[config.mk]
export PLATFORM = sky130hd
export DESIGN_NAME = csp_ctrl
export DESIGN_NICKNAME = d
export VERILOG_FILES = /design/src/csp_pkg.sv /design/src/csp_ctrl.sv
export SDC_FILE = /design/constraint.sdc
export NUM_CORES = 1
export LEC_CHECK = 0
export BUFFER_PORTS_ARGS = -buffer_cell sky130_fd_sc_hd__buf_2
export CAP_MARGIN = 5
export CELL_PAD_IN_SITES_DETAIL_PLACEMENT = 1
export CELL_PAD_IN_SITES_GLOBAL_PLACEMENT = 2
export CORE_AREA = 2 2 39 41
export CTS_BUF_LIST = sky130_fd_sc_hd__clkbuf_16
export CTS_CLUSTER_SIZE = 20
export DETAILED_ROUTE_END_ITERATION = 16
export DIE_AREA = 0 0 41 43
export PLACE_DENSITY = 0.61
export REMOVE_ABC_BUFFERS = 1
export SLEW_MARGIN = 15
export SYNTH_ARGS = -nofsm -noshare
export SYNTH_HDL_FRONTEND = slang
export SYNTH_SLANG_ARGS = --single-unit
export TNS_END_PERCENT = 5
[constraint.sdc]
create_clock -name clk -period 1.5 [get_ports clk]
set_clock_uncertainty 0.1 [all_clocks]
set_input_delay 0.225 -clock clk [delete_from_list [all_inputs] [get_ports clk]]
set_output_delay 0.225 -clock clk [all_outputs]
set_load 0.005 [all_outputs]
[src/csp_pkg.sv]
`default_nettype none
package csp_pkg;

	localparam int MAX_STACK_DEPTH = 64;
	localparam int NUM_RECORDS     = 256;

	localparam int STK_AW = (MAX_STACK_DEPTH > 1) ? $clog2(MAX_STACK_DEPTH) : 1;
	localparam int REC_AW = (NUM_RECORDS > 1) ? $clog2(NUM_RECORDS) : 1;

	localparam int IN_DATA_W  = 136;
	localparam int OUT_DATA_W = 288;

	localparam logic [1:0] STATUS_PUSHED   = 2'd0;
	localparam logic [1:0] STATUS_OVERFLOW = 2'd1;
	localparam logic [1:0] STATUS_RECORDED = 2'd2;
	localparam logic [1:0] STATUS_SKIPPED  = 2'd3;

	localparam logic CMD_ENTRY = 1'b0;
	localparam logic CMD_EXIT  = 1'b1;

	typedef enum logic [2:0] {
		ST_IDLE,
		ST_RD1,
		ST_RD2,
		ST_RD3,
		ST_DONE
	} state_t;

	typedef struct packed {
		logic accept;
		logic rd1;
		logic rd2;
		logic rd3;
		logic load_out;
	} dp_cmd_t;

	typedef struct packed {
		logic long_path;
	} dp_sts_t;

	typedef struct packed {
		logic [63:0] calls;
		logic [63:0] total;
		logic [63:0] self_time;
	} rec_t;

endpackage
`default_nettype wire

[src/csp_ctrl.sv]
`default_nettype none
module csp_ctrl
	import csp_pkg::*;
(
	input  wire logic    clk,
	input  wire logic    arst_n,
	input  wire logic    s_tvalid,
	output logic         s_tready,
	output logic         m_tvalid,
	input  wire logic    m_tready,
	input  wire dp_sts_t sts,
	output dp_cmd_t      cmd
);

	state_t state_q, state_d;
	logic   out_vld_q;

	always_ff @(posedge clk or negedge arst_n) begin
		if (!arst_n) begin
			state_q   <= ST_IDLE;
			out_vld_q <= 1'b0;
		end else begin
			state_q <= state_d;
			if (cmd.load_out) begin
				out_vld_q <= 1'b1;
			end else if (m_tready) begin
				out_vld_q <= 1'b0;
			end
		end
	end

	always_comb begin
		state_d = state_q;
		case (state_q)
			ST_IDLE: begin
				if (s_tvalid) begin
					state_d = sts.long_path ? ST_RD1 : ST_DONE;
				end
			end
			ST_RD1: state_d = ST_RD2;
			ST_RD2: state_d = ST_RD3;
			ST_RD3: state_d = ST_DONE;
			ST_DONE: begin
				if (!out_vld_q || m_tready) begin
					state_d = ST_IDLE;
				end
			end
			default: state_d = ST_IDLE;
		endcase
	end

	always_comb begin
		cmd      = '0;
		s_tready = 1'b0;
		case (state_q)
			ST_IDLE: begin
				s_tready   = 1'b1;
				cmd.accept = s_tvalid;
			end
			ST_RD1: cmd.rd1 = 1'b1;
			ST_RD2: cmd.rd2 = 1'b1;
			ST_RD3: cmd.rd3 = 1'b1;
			ST_DONE: cmd.load_out = !out_vld_q || m_tready;
			default: cmd = '0;
		endcase
	end

	assign m_tvalid = out_vld_q;

endmodule
`default_nettype wire

==> results.json, run 1 <==
{
  "outcome": "completed",
  "fin_util": 0.278,
  "hold_viol_final": 0,
  "p_sw_mw": 0.286,
  "final_common_cell": "buf_2",
  "maxCapViolations": 0,
  "num_vias": 218,
  "avgSynthCellArea_sq_um": 9.70,
  "tritoncts": "done",
  "power.share.switching": 0.298,
  "ios": 12,
  "grt_pass1_wl_um": 924,
  "yosysWarnings": 0,
  "reg2reg_depth": 3,
  "powerDensity_nw_per_um2": 2490,
  "worst_pin_slew_ns": 0.214,
  "fin_crit_sh": 0.959,
  "areaGrowthSynthToFinish_pct": 65.6,
  "hold_depth": 3,
  "nets": 44,
  "regToRegStartpoint": "state_q[0]",
  "drc": 0,
  "power.leakage_nw": 0.189,
  "dieArea_sq_um": 1760,
  "synth_seq_area_share": 0.430,
  "clk_pin_slew_ns": 0.03,
  "grt_max_degree": 10,
  "fmax_mhz": 695,
  "hp-class": "input port to register",
  "std_cell_rows": 14,
  "p_clk_frac": 0.431,
  "clock_sinks": 4,
  "peakVddDrop_v": 0.000925,
  "internal-power_mw": 0.673,
  "fp.dieW_um": 41,
  "cp-start-kind": "register",
  "pre_cts_ws_ns": 0.203,
  "portBuffers": 11,
  "rsz0062_at_grt": "true",
  "routabilityCongestion": 0.750,
  "first_global_vias": 216,
  "critPathLaunch": "state_q[0]",
  "cts-root-buf": "clkbuf_16",
  "top_usage_layer": "met2",
  "finalNonFillerCells": 53,
  "numCtsBuffers": 3,
  "synth_cells": 24,
  "multi_input_area_sq_um": 114,
  "rrSetupSlack_ns": 0.35,
  "dp.cells": 48,
  "slew_headroom": 0.857,
  "synth-seq-cells": 4,
  "start_util": 0.168,
  "finalSetupViolations": 0,
  "insertion_delay_ns": 0.22,
  "viasPerCell": 4.11,
  "cts_buffer_depth": 2,
  "cp-endpoint": "cmd[4]",
  "antenna_found_initial": 0,
  "grt_use_met2": 0.103,
  "seq_area_sq_um": 104,
  "critPathRequiredTime_ns": 1.17,
  "fin_crit_ns": 1.44,
  "critPathMaxFanout": 9,
  "yosysUniqueCellTypes": 16,
  "wl_per_cell_um": 10.0,
  "finalSetupTns_ns": 0,
  "arrival_ns": 1.11,
  "cts_max_level": 1,
  "grt_overflow": 0,
  "reg2reg_to": "state_q[2]",
  "routed_wirelength_um": 532,
  "total_power_mw": 0.958,
  "pwr-share-comb": 0.295,
  "drt_iter0_drc": 0,
  "met3_usage": 0.0785,
  "grtUsageTotal": 0.0888,
  "report.final.slew_viol_count": 0,
  "criticalPathCategory": "register to primary output",
  "postRouteAntennaNets": 0,
  "num_antenna_cells": 0,
  "coreArea_sq_um": 1380,
  "met1_usage": 0.0915,
  "mostFrequentLayoutCells": "buf_2 (11), clkbuf_16 (3), dfrtp_2 (3)",
  "drtPass1Iterations": 1,
  "nFillCells": 174,
  "endpoint_kind": "primary output",
  "dp_hpwl_um": 405,
  "die_h_um": 43,
  "fin_ws_ns": 0.0621,
  "seqPwrFrac": 0.274,
  "drive_above_1_share": 0.568,
  "synth_area_sq_um": 233
}
## synthesized netlist by cell type
library cell	count	area, sq um
buf_2	1	5.00
nor4b_2	1	15.0
a21oi_1	2	10.0
buf_4	1	7.51
and2_1	1	6.26
dfrtp_1	4	100
o22ai_1	1	6.26
nand2_1	2	7.51
nor3_1	2	10.0
and3_1	1	6.26
nor2_1	2	7.51
nand2b_1	1	6.26
buf_6	1	11.3
and3b_2	1	10.0
xnor2_1	1	8.76
nor3b_1	2	15.0
## routing by layer
layer | part of all wire | routed length [um]
met3 | 0.030 | 16
met1 | 0.37 | 199
met5 | 0 | 0
met4 | 0.032 | 17
met2 | 0.56 | 299
## power groups by stage
stage                     Clock [mW]  Sequential, mW  Combinational (mW)
after floorplan                    0           0.235               0.150
after global placement             0           0.244               0.260
after detailed placement           0           0.251               0.261
after CTS                      0.417           0.257               0.270
after global routing           0.430           0.277               0.319
final                          0.413           0.263               0.282
## logic make-up after synthesis
| family | after synthesis | share of synthesized area |
|---|---|---|
| buf+inv | 3 | 0.102 |
| compound gates | 3 | 0.0699 |
| flops | 4 | 0.430 |
| xor+xnor | 1 | 0.0376 |
| simple gates | 13 | 0.360 |
## worst min path at each step
| stage | start | endpoint | slack [ns] |
|---|---|---|---|
| 4_1_cts | m_tready | m_tvalid | 0.21 |
| 3_3_place_gp | arst_n | m_tvalid | -0.07 |
| 2_1_floorplan | arst_n | m_tvalid | -0.17 |
| 3_5_place_dp | arst_n | m_tvalid | -0.07 |
| 6_report | m_tready | m_tvalid | 0.22 |
| 5_1_grt | arst_n | m_tvalid | 0.27 |
## final cells by class
type,count,area share
well taps,16,0.0519
multi-input cells,17,0.295
flip-flops and latches,4,0.269
repair buffers,13,0.188
clock buffers,3,0.195
## sequential cells by signal (all words and copies together), names as in the netlist
| signal | flops |
|---|---|
| m_tvalid | 1 |
| state_q | 3 |
## stage by stage
stage	hold WS [ns]	area, sq um
2_1_floorplan	-0.171	209
3_3_place_gp	-0.0673	284
3_5_place_dp	-0.0677	284
4_1_cts	0.207	374
5_1_grt	0.271	385
6_report	0.219	385
## worst max-delay path, cell delays in order, from the launching register on
cell and delay (ns):
dfrtp_2 0.46, nor3_2 0.19, and2_1 0.14, buf_2 0.10
## repair_timing
action	in CTS	in global routing
hold endpoints to repair	4	0
endpoints found under the setup margin	1	2
hold buffers	1	0
buffers inserted	0	1
resized for setup	1	3
No activity file was read; power rests on OpenSTA's default activity.
==> run 2: changes to the inputs <==
CORE_AREA = 3 3 40 42   (was 2 2 39 41)
DIE_AREA = 0 0 43 45   (was 0 0 41 43)
clock period = 1.39 ns   (was 1.5 ns; I/O delays follow)
==> results.json, run 2 (same netlist as run 1, synthesis figures left out) <==
{
  "portBuffers": 11,
  "reg2reg_to": "state_q[2]",
  "p_clk_frac": 0.398,
  "worst_pin_slew_ns": 0.199,
  "power.share.switching": 0.304,
  "dr_wl_met3_um": 22,
  "arrival_ns": 1.10,
  "fp.dieW_um": 43,
  "maxCapViolations": 0,
  "power.leakage_nw": 0.200,
  "drive_above_1_share": 0.615,
  "hp-class": "input port to register",
  "drtPass1Iterations": 1,
  "die_h_um": 45,
  "cts-root-buf": "clkbuf_16",
  "antenna_found_initial": 0,
  "clock_sinks": 4,
  "numCtsBuffers": 3,
  "hold_viol_final": 0,
  "pre_cts_ws_ns": 0.101,
  "first_global_vias": 235,
  "num_vias": 231,
  "postPlaceCellArea_sq_um": 290,
  "hold_depth": 3,
  "areaGrowthSynthToFinish_pct": 75.3,
  "rsz0062_at_grt": "true",
  "fmax_mhz": 712,
  "std_cell_rows": 13,
  "nFillCells": 152,
  "grt_pass1_wl_um": 1160,
  "hold_path_end": "state_q[0]",
  "violations": "negative setup slack",
  "p_sw_mw": 0.338,
  "dp.cells": 48,
  "reg2reg_depth": 4,
  "largest_reg_flops": 3,
  "grtUsageTotal": 0.0802,
  "finish.instance_area_sq_um": 408,
  "powerDensity_nw_per_um2": 2730,
  "viasPerCell": 4.28,
  "final_common_cell": "buf_2",
  "start_util": 0.181,
  "mostFrequentLayoutCells": "buf_2 (11), clkbuf_16 (3), buf_4 (3), dfrtp_2 (3)",
  "wl_met1_um": 237,
  "drc": 0,
  "regMostFlops": "state_q",
  "finalSetupViolations": 1,
  "routed_wirelength_um": 626,
  "num_antenna_cells": 0,
  "wl_met2_um": 367,
  "pwr-share-comb": 0.361,
  "endpoint_kind": "primary output",
  "grt_overflow": 0,
  "slew_headroom": 0.867,
  "peakVddDrop_v": 0.00102,
  "cts_buffer_depth": 2,
  "criticalPathCategory": "register to primary output",
  "outcome": "complete, but fails checks",
  "min_from": "sts",
  "finalNonFillerCells": 54,
  "insertion_delay_ns": 0.22,
  "seq_area_sq_um": 104,
  "dp_hpwl_um": 444,
  "top_layer": "met3",
  "rrSetupSlack_ns": 0.13,
  "grt_max_degree": 7,
  "fin_crit_sh": 1.01,
  "clk_pin_slew_ns": 0.03,
  "internal-power_mw": 0.774,
  "tritoncts": "done",
  "critPathRequiredTime_ns": 1.08,
  "cts_max_level": 1,
  "fin_crit_ns": 1.41,
  "regToRegStartpoint": "state_q[0]",
  "cp-start-kind": "register",
  "ios": 12,
  "postRouteAntennaNets": 0,
  "report.final.slew_viol_count": 0,
  "fin_util": 0.317,
  "critPathMaxFanout": 6,
  "nets": 46,
  "drt_iter0_drc": 0,
  "dieArea_sq_um": 1940,
  "coreArea_sq_um": 1280,
  "multi_input_area_sq_um": 123,
  "fin_ws_ns": -0.0153,
  "wl_per_cell_um": 11.6,
  "routabilityCongestion": 0.657,
  "seqPwrFrac": 0.241
}
## run 2: cell types whose count changed in the layout (fill, tap and decap cells not counted), sizes merged
cell / previous run / this run
buf: 12 / 14
## run 2: worst max path at each step
stage	start	slack [ns]	cells past startpoint	end
floorplan	state_q[0]	0.21	2	cmd[4]
global placement	state_q[0]	0.14	3	cmd[4]
detailed placement	state_q[0]	0.10	3	cmd[4]
CTS	state_q[2]	-0.01	3	cmd[4]
global route	state_q[1]	-0.06	3	cmd[0]
finish	state_q[1]	-0.02	3	cmd[4]
## run 2: cell type report
cell class | instances | area share
tap | 15 | 0.0460
clock buffer | 3 | 0.184
multi-input combinational | 17 | 0.301
timing repair buffer | 15 | 0.215
sequential | 4 | 0.255
## run 2: worst max-delay path, cell delays in order, from the launching register on
cell and delay (ns):
dfrtp_2 0.44, nor3_4 0.20, and2_1 0.13, buf_2 0.10
## run 2: power by group through the flow
| stage | clock network (mW) | logic [mW] | registers (mW) |
|---|---|---|---|
| floorplan | 0 | 0.162 | 0.254 |
| global placement | 0 | 0.307 | 0.258 |
| detailed placement | 0 | 0.310 | 0.267 |
| CTS | 0.449 | 0.393 | 0.245 |
| global route | 0.462 | 0.446 | 0.284 |
| finish | 0.443 | 0.401 | 0.268 |
## run 2: repair_timing
action                                  in CTS  in global routing
pin swaps                                    0                  2
endpoints found under the setup margin       6                  2
resized for setup                            3                  3
hold endpoints to repair                     4                  0
gates cloned                                 0                  0
hold buffers                                 1                  0
setup buffers                                2                  0
## run 2: per-layer routing
| layer | GRT usage | vias up |
|---|---|---|
| li1 | - | 113 |
| met1 | 0.0876 | 115 |
| met2 | 0.144 | 3 |
| met3 | 0.0239 | 0 |
| met4 | 0.0361 | 0 |
| met5 | 0 | - |
## run 2: metrics by stage
step           hold WS, ns  setup TNS [ns]  power [mW]
3_3_place_gp       -0.0847               0       0.565
2_1_floorplan       -0.187               0       0.415
6_report             0.210         -0.0153        1.11
3_5_place_dp       -0.0825               0       0.577
4_1_cts              0.201         -0.0108        1.09
5_1_grt              0.233          -0.128        1.19
